$ cat config.mk
export PLATFORM = sky130hd
export DESIGN_NAME = binary_to_tbcd_identity_encoder
export DESIGN_NICKNAME = d
export VERILOG_FILES = /design/src/tbcd_pkg.sv /design/src/tbcd_dabble_stage.sv /design/src/binary_to_tbcd_identity_encoder.sv
export SDC_FILE = /design/constraint.sdc
export NUM_CORES = 1
export LEC_CHECK = 0
export BUFFER_PORTS_ARGS = -buffer_cell sky130_fd_sc_hd__buf_2
export CAP_MARGIN = 20
export CELL_PAD_IN_SITES_DETAIL_PLACEMENT = 1
export CELL_PAD_IN_SITES_GLOBAL_PLACEMENT = 2
export CORE_MARGIN = 4
export CORE_UTILIZATION = 40
export DETAILED_ROUTE_END_ITERATION = 16
export MAX_ROUTING_LAYER = met4
export PLACE_DENSITY_LB_ADDON = 0.1
export SLEW_MARGIN = 20
export SYNTH_ARGS = -nofsm -noshare
export SYNTH_HDL_FRONTEND = slang
export SYNTH_SLANG_ARGS = --single-unit
export TNS_END_PERCENT = 10
$ cat constraint.sdc
create_clock -name clk -period 7.8 [get_ports clk]
set_input_delay 0.39 -clock clk [delete_from_list [all_inputs] [get_ports clk]]
set_output_delay 0.39 -clock clk [all_outputs]
set_load 0.01 [all_outputs]
$ cat src/tbcd_pkg.sv
`timescale 1ns / 1ps
`default_nettype none
// ----------------------------------------------------------------------------
// TBCD encoder package
// Shared widths, constants and the pipeline word type for the binary to
// packed TBCD identity encoder.
// ----------------------------------------------------------------------------
package tbcd_pkg;

    localparam int BinBits     = 32;
    localparam int DigitCount  = 10;
    localparam int BcdBits     = DigitCount * 4;
    localparam int OctetCount  = 5;
    localparam int StageCount  = 4;
    localparam int StageBits   = BinBits / StageCount;

    localparam logic [3:0] Filler  = 4'hF;
    localparam logic [3:0] AddBias = 4'd3;
    localparam logic [3:0] AddMin  = 4'd5;

    // word in flight through the shift-add-3 stages
    typedef struct packed {
        logic [BcdBits-1:0] bcd;
        logic [BinBits-1:0] bin;
    } tbcd_work_t;

endpackage

`default_nettype wire

$ cat src/tbcd_dabble_stage.sv
`timescale 1ns / 1ps
`default_nettype none
// ----------------------------------------------------------------------------
// TBCD shift-add-3 stage
// Registered pipeline stage that runs a fixed slice of the binary to BCD
// shift-add-3 conversion, with a valid/ready handshake on both sides.
// ----------------------------------------------------------------------------
module tbcd_dabble_stage (
    input  wire logic                 clk,
    input  wire logic                 rst_n,
    input  wire logic                 in_valid,
    output logic                      in_ready,
    input  wire tbcd_pkg::tbcd_work_t in_data,
    output logic                      out_valid,
    input  wire logic                 out_ready,
    output tbcd_pkg::tbcd_work_t      out_data
);

    logic                 valid_reg;
    tbcd_pkg::tbcd_work_t data_reg;
    tbcd_pkg::tbcd_work_t data_next;

    always_comb
    begin
        logic [tbcd_pkg::BcdBits-1:0] bcd;
        logic [tbcd_pkg::BinBits-1:0] bin;
        bcd = in_data.bcd;
        bin = in_data.bin;
        for (int it = 0; it < tbcd_pkg::StageBits; it++)
        begin
            for (int d = 0; d < tbcd_pkg::DigitCount; d++)
            begin
                if (bcd[d*4 +: 4] >= tbcd_pkg::AddMin)
                begin
                    bcd[d*4 +: 4] = bcd[d*4 +: 4] + tbcd_pkg::AddBias;
                end
            end
            // top digit never exceeds 4 for 32-bit input, nothing is lost
            {bcd, bin} = {bcd[tbcd_pkg::BcdBits-2:0], bin, 1'b0};
        end
        data_next.bcd = bcd;
        data_next.bin = bin;
    end

    assign in_ready  = !valid_reg || out_ready;
    assign out_valid = valid_reg;
    assign out_data  = data_reg;

    always_ff @(posedge clk or negedge rst_n)
    begin
        if (!rst_n)
        begin
            valid_reg <= 1'b0;
        end
        else if (in_ready)
        begin
            valid_reg <= in_valid;
        end
    end

    always_ff @(posedge clk)
    begin
        if (in_valid && in_ready)
        begin
            data_reg <= data_next;
        end
    end

endmodule

`default_nettype wire

$ cat src/binary_to_tbcd_identity_encoder.sv
`timescale 1ns / 1ps
`default_nettype none
// ----------------------------------------------------------------------------
// Binary to packed TBCD identity encoder
// Converts a 32-bit unsigned identifier into up to ten decimal digits and
// packs them two per octet, telephony BCD style.
// ----------------------------------------------------------------------------
// Usage: the block takes one identifier word per clock when the output side
// is not stalled and returns one result word per identifier, in order. The
// binary to BCD conversion is a shift-add-3 pipeline
// of four registered stages of eight bit steps each; a fifth stage finds the
// leading zero digits and left-aligns the digit string, and the output
// register packs the digits. Throughput is one word per cycle, limited only
// by the downstream ready; every stage holds its word under back-pressure, so
// the pipeline keeps filling until all six stages are full. The first digit
// goes in the low nibble of octet_0, the next in its high nibble, and so on;
// an odd digit count puts 0xF in the high nibble of the last used octet,
// octets past octet_count read as zero, and an identifier of zero encodes as
// the single digit 0 (octet_0 = 0xF0, octet_count = 1).
// ----------------------------------------------------------------------------
module binary_to_tbcd_identity_encoder (
    input  wire logic        clk,
    input  wire logic        rst_n,
    input  wire logic        in_valid,
    output logic             in_ready,
    input  wire logic [31:0] identifier,
    output logic             out_valid,
    input  wire logic        out_ready,
    output logic [2:0]       octet_count,
    output logic [7:0]       octet_0,
    output logic [7:0]       octet_1,
    output logic [7:0]       octet_2,
    output logic [7:0]       octet_3,
    output logic [7:0]       octet_4
);

    // ------------------------------------------------------------------
    // Shift-add-3 conversion pipeline
    // ------------------------------------------------------------------
    logic [tbcd_pkg::StageCount:0] s_valid;
    logic [tbcd_pkg::StageCount:0] s_ready;
    tbcd_pkg::tbcd_work_t          s_data [0:tbcd_pkg::StageCount];

    assign s_valid[0]     = in_valid;
    assign in_ready       = s_ready[0];
    assign s_data[0].bcd  = '0;
    assign s_data[0].bin  = identifier;

    for (genvar g = 0; g < tbcd_pkg::StageCount; g++)
    begin : g_dabble
        tbcd_dabble_stage u_stage (
            .clk       (clk),
            .rst_n     (rst_n),
            .in_valid  (s_valid[g]),
            .in_ready  (s_ready[g]),
            .in_data   (s_data[g]),
            .out_valid (s_valid[g+1]),
            .out_ready (s_ready[g+1]),
            .out_data  (s_data[g+1])
        );
    end

    // ------------------------------------------------------------------
    // Normalize stage: count leading zero digits (keep at least one digit)
    // and left-align the digit string so the first digit sits on top.
    // ------------------------------------------------------------------
    logic                         norm_valid_reg;
    logic                         norm_ready;
    logic [tbcd_pkg::BcdBits-1:0] norm_bcd_reg;
    logic [tbcd_pkg::BcdBits-1:0] norm_bcd_next;
    logic [3:0]                   norm_ndig_reg;
    logic [3:0]                   norm_ndig_next;
    logic                         out_load;

    always_comb
    begin
        logic [3:0]                   nlz;
        logic                         seen;
        logic [tbcd_pkg::BcdBits-1:0] bcd;
        bcd  = s_data[tbcd_pkg::StageCount].bcd;
        nlz  = '0;
        seen = 1'b0;
        for (int i = 0; i < tbcd_pkg::DigitCount - 1; i++)
        begin
            if (!seen && bcd[tbcd_pkg::BcdBits-1-4*i -: 4] == 4'd0)
            begin
                nlz = nlz + 4'd1;
            end
            else
            begin
                seen = 1'b1;
            end
        end
        norm_bcd_next  = bcd << {nlz, 2'b00};
        norm_ndig_next = 4'(tbcd_pkg::DigitCount) - nlz;
    end

    assign out_load                     = !out_valid || out_ready;
    assign norm_ready                   = !norm_valid_reg || out_load;
    assign s_ready[tbcd_pkg::StageCount] = norm_ready;

    always_ff @(posedge clk or negedge rst_n)
    begin
        if (!rst_n)
        begin
            norm_valid_reg <= 1'b0;
        end
        else if (norm_ready)
        begin
            norm_valid_reg <= s_valid[tbcd_pkg::StageCount];
        end
    end

    always_ff @(posedge clk)
    begin
        if (s_valid[tbcd_pkg::StageCount] && norm_ready)
        begin
            norm_bcd_reg  <= norm_bcd_next;
            norm_ndig_reg <= norm_ndig_next;
        end
    end

    // ------------------------------------------------------------------
    // Output register: pack digit pairs, low nibble first, 0xF filler.
    // ------------------------------------------------------------------
    logic       out_valid_reg;
    logic [2:0] count_reg;
    logic [2:0] count_next;
    logic [7:0] octet_reg  [0:tbcd_pkg::OctetCount-1];
    logic [7:0] octet_next [0:tbcd_pkg::OctetCount-1];

    always_comb
    begin
        logic [4:0] ndig_p1;
        logic [3:0] lo;
        logic [3:0] hi;
        ndig_p1    = {1'b0, norm_ndig_reg} + 5'd1;
        count_next = ndig_p1[3:1];
        for (int k = 0; k < tbcd_pkg::OctetCount; k++)
        begin
            lo = norm_bcd_reg[tbcd_pkg::BcdBits-1-8*k -: 4];
            hi = norm_bcd_reg[tbcd_pkg::BcdBits-5-8*k -: 4];
            if (5'(2*k + 1) >= ndig_p1)
            begin
                octet_next[k] = 8'h00;
            end
            else if (5'(2*k + 2) >= ndig_p1)
            begin
                octet_next[k] = {tbcd_pkg::Filler, lo};
            end
            else
            begin
                octet_next[k] = {hi, lo};
            end
        end
    end

    always_ff @(posedge clk or negedge rst_n)
    begin
        if (!rst_n)
        begin
            out_valid_reg <= 1'b0;
        end
        else if (out_load)
        begin
            out_valid_reg <= norm_valid_reg;
        end
    end

    always_ff @(posedge clk)
    begin
        if (norm_valid_reg && out_load)
        begin
            count_reg <= count_next;
            octet_reg <= octet_next;
        end
    end

    assign out_valid   = out_valid_reg;
    assign octet_count = count_reg;
    assign octet_0     = octet_reg[0];
    assign octet_1     = octet_reg[1];
    assign octet_2     = octet_reg[2];
    assign octet_3     = octet_reg[3];
    assign octet_4     = octet_reg[4];

    // ------------------------------------------------------------------
    // Assertions
    // ------------------------------------------------------------------
`ifndef SYNTH
    // a result always carries one to five octets
    a_count_range: assert property (@(posedge clk) disable iff (!rst_n)
        out_valid |-> (octet_count != 3'd0 && octet_count <= 3'd5))
        else $error("octet_count out of range");

    // the normalize stage keeps one to ten digits
    a_ndig_range: assert property (@(posedge clk) disable iff (!rst_n)
        norm_valid_reg |-> (norm_ndig_reg != 4'd0 && norm_ndig_reg <= 4'd10))
        else $error("digit count out of range");

    // octet_4 reads as zero when the count is four or less
    a_unused_zero: assert property (@(posedge clk) disable iff (!rst_n)
        (out_valid && octet_count <= 3'd4) |-> (octet_4 == 8'h00))
        else $error("unused octet not zero");

    // a full, stalled pipeline refuses new words
    a_full_stall: assert property (@(posedge clk) disable iff (!rst_n)
        (out_valid && !out_ready && norm_valid_reg && (&s_valid[tbcd_pkg::StageCount:1]))
        |-> !in_ready)
        else $error("full pipeline accepted a word");
`endif

endmodule

`default_nettype wire
==> impl_metrics.py <==
metrics = {
    "setup_path": {
        "reg2reg_from": "g_dabble[0].u_stage.out_data[32]$_DFFE_PP_",
        "critical_path.startpoint_type": "register",
        "worst-path-max-fanout": 10,
        "reg2reg_depth": 35,
        "ff2ff_setup_slack_ns": 0.53,
        "worst_setup_path_end_kind": "register",
        "cp_common_cell": "ha_1",
        "crit_required_ns": 8.12,
        "slowest_delay_ns": 0.52,
        "arrival_ns": 7.60,
        "criticalPathCategory": "reg2reg",
        "rr_endpoint": "g_dabble[1].u_stage.out_data[38]$_DFFE_PP_",
        "cp_slowest_cell": "edfxtp_1",
        "startpoint": "g_dabble[0].u_stage.out_data[32]$_DFFE_PP_",
    },
    "sta": {
        "maxSlewHeadroom_pct": 30.8,
        "finalSetupViolCount": 0,
        "timing_hold_violations_final": 0,
        "fin_crit_ns": 7.27,
        "finalWorstSetupSlack_ns": 0.525,
        "fin_worst_skew_ns": 0.0284,
        "tightest_slew_ns": 1.03,
        "fmax_mhz": 137,
        "rsz0062_at_grt": "yes",
        "slew_violations": 0,
        "period_share_pct": 93.3,
    },
    "clocking": {
        "clockRootBuffer": "clkbuf_16",
        "clock_sinks": 243,
        "clock_latency_ns": 0.57,
        "cts_tree": "done",
        "cts_buffers": 34,
        "htreeDepth": 2,
        "clockBufferDepth": 3,
        "path_clk_slew_ns": 0.06,
    },
    "routing": {
        "wire_per_inst_um": 16.6,
        "post-route-drc-count": 0,
        "drt_pass1_iterations": 5,
        "vias": 27000,
        "ant_nets": 0,
        "wl_um": 77000,
        "viasPerCell": 5.82,
        "drtIter0Drc": 1307,
    },
    "die": {
        "io_pins": 81,
        "start_util_pct": 40.3,
        "dieArea_mm2": 0.0777,
        "dieHeight_um": 279,
        "core_area_mm2": 0.0728,
        "num_rows": 99,
        "die_x_um": 279,
    },
    "placed_design": {
        "portBuffers": 80,
        "place_area_mm2": 0.0306,
        "pre_cts_ws_ns": 0.0476,
        "place.detailed.hpwl_um": 59400,
        "gp_congestion": 0.829,
    },
    "yosys": {
        "async_flop_share_pct": 2.47,
        "ys_ff_latch": 243,
        "synth-seq-area-share_pct": 24.8,
        "synthFlopType": "edfxtp_1",
        "synth_cell_types": 140,
        "synth_warnings": 0,
        "synth_fp_nets": 3789,
        "syn_avg_cell_area_um2": 8.15,
        "syn_inst": 3598,
        "synth_top_area_share_pct": 24.3,
        "synth_top_area_cell": "edfxtp_1",
        "synth.cell_area_mm2": 0.0293,
        "synth_edf_count": 237,
        "synth_area_leaders": "edfxtp_1 (24%), ha_1 (6.6%), nand2_1 (4.4%)",
    },
    "final_layout": {
        "multi_input_area_mm2": 0.0209,
        "syn2layout_area_growth_pct": 9.83,
        "diodes": 0,
        "fill_cells": 8711,
        "drive_gt1_share_pct": 12.8,
        "final_util_pct": 44.2,
        "postLayoutCellArea_mm2": 0.0322,
        "largest_reg_flops": 150,
        "nets": 3836,
        "regArea_mm2": 0.00727,
    },
    "worst_hold_path": {
        "worstHoldEndpoint": "g_dabble[0].u_stage.out_valid$_DFFE_PN0N_",
        "hp-class": "in2reg",
        "holdPathStages": 2,
        "min-delay-start": "in_valid",
    },
    "global_route": {
        "grt_pass1_wl_um": 131000,
        "grt_pass1_vias": 27300,
        "overflow": 0,
        "grt_max_degree": 46,
        "antenna_found_initial": 0,
        "grt_usage_pct": 19.7,
    },
    "job": {
        "cap_violations": 0,
    },
    "outcome": {
        "outcome": "finished clean",
    },
}
-- layout make-up --
type / instances / share of cell area (%)
Clock buffer: 39 / 2.70
Tap cell: 959 / 3.72
Timing Repair Buffer: 131 / 2.67
Sequential cell: 243 / 22.6
Clock inverter: 23 / 0.839
Inverter: 231 / 2.69
Multi-Input combinational cell: 3004 / 64.8
-- metrics by stage --
stage / hold WS (ns) / setup TNS (ns) / cells
final: 0.0403 / 0 / 4630
after global routing: 0.0177 / -0.111 / 4630
after CTS: 0.00366 / 0 / 4621
after detailed placement: 0.220 / 0 / 4533
after global placement: 0.216 / 0 / 4533
after floorplan: 0.0944 / 0 / 3598
-- worst max path at each step --
stage                                            endpoint  cells after the start
2_1_floorplan  g_dabble[3].u_stage.out_data[70]$_DFFE_PP_                     36
3_3_place_gp   g_dabble[3].u_stage.out_data[70]$_DFFE_PP_                     35
3_5_place_dp   g_dabble[3].u_stage.out_data[70]$_DFFE_PP_                     35
4_1_cts        g_dabble[3].u_stage.out_data[70]$_DFFE_PP_                     35
5_1_grt        g_dabble[3].u_stage.out_data[70]$_DFFE_PP_                     34
6_report       g_dabble[1].u_stage.out_data[38]$_DFFE_PP_                     35
-- cell usage after synthesis (16+ instances only) --
library cell and instances:
nand2_1 346, nor2_1 319, a21oi_1 254, edfxtp_1 237, inv_1 218, o21ai_0 205
ha_1 155, mux2i_1 125, nand3_1 100, nor3_1 89, nand2b_1 75, and2_1 73
xnor2_1 69, clkbuf_1 68, mux2_2 62, o21ai_1 60, a31oi_1 57, a211oi_1 52
nor2b_1 51, o211ai_1 51, o21a_1 51, a21o_1 43, and3_1 36, xor2_1 34
buf_2 29, o22ai_1 28, or3_1 28, a22oi_1 26, a211o_1 25, o31ai_1 24
o21bai_1 22, nor4_1 19, o211a_1 18, or2_2 18, a21boi_0 17, or2_1 17
a22o_1 16, a31o_2 16, nand3b_1 16
-- layout by cell type (no fill, tap or decap), types with 32 or more instances in the layout --
cell type	n
a211oi_1	50
a21o_1	43
a21oi_1	246
a31oi_1	53
and2_1	70
and3_1	36
buf_2	80
clkbuf_16	34
edfxtp_1	237
ha_1	154
inv_1	218
mux2_2	62
mux2i_1	123
nand2_1	346
nand2b_1	75
nand3_1	100
nor2_1	318
nor2b_1	49
nor3_1	89
o211ai_1	51
o21a_1	51
o21ai_0	203
o21ai_1	61
xnor2_1	65
xor2_1	32
-- logic make-up (layout without fill, tap and decap cells) --
kind of cell,after synthesis,after routing,share of synthesized area (%)
buffers and inverters,351,424,4.79
XOR/XNOR,121,121,4.17
AO/OA/AOI/OAI,1235,1235,30.0
flip-flops,243,243,24.8
multiplexers,212,212,8.01
AND/OR/NAND/NOR,1278,1278,21.5
adder cells (fa/ha/maj),158,158,6.72
-- repair_timing --
action,4_1_cts,5_1_grt
gates resized for setup,0,29
hold endpoints to repair,31,0
hold buffers,26,0
buffers inserted,0,8
endpoints found under the setup margin,0,38
-- per-layer routing --
| metal | wire [um] | track usage (%) | share of wire (%) |
|---|---|---|---|
| met5 | 0 | - | 0 |
| met2 | 37100 | 33.8 | 48 |
| met3 | 1850 | 2.12 | 2.4 |
| met1 | 36700 | 25.4 | 48 |
| met4 | 1330 | 3.86 | 1.7 |
-- worst max-delay path: cells and delay by family, from the launching register on --
family | cells | cell delay (ns)
mux | 1 | 0.12
buf+inv | 5 | 0.57
flops | 1 | 0.52
fa+ha+maj | 7 | 1.56
compound gates | 15 | 3.23
simple gates | 7 | 1.02
Power is left out: the tool's default activity adds up to more than one toggle a clock period on the data nets, which glitch-free logic cannot reach.
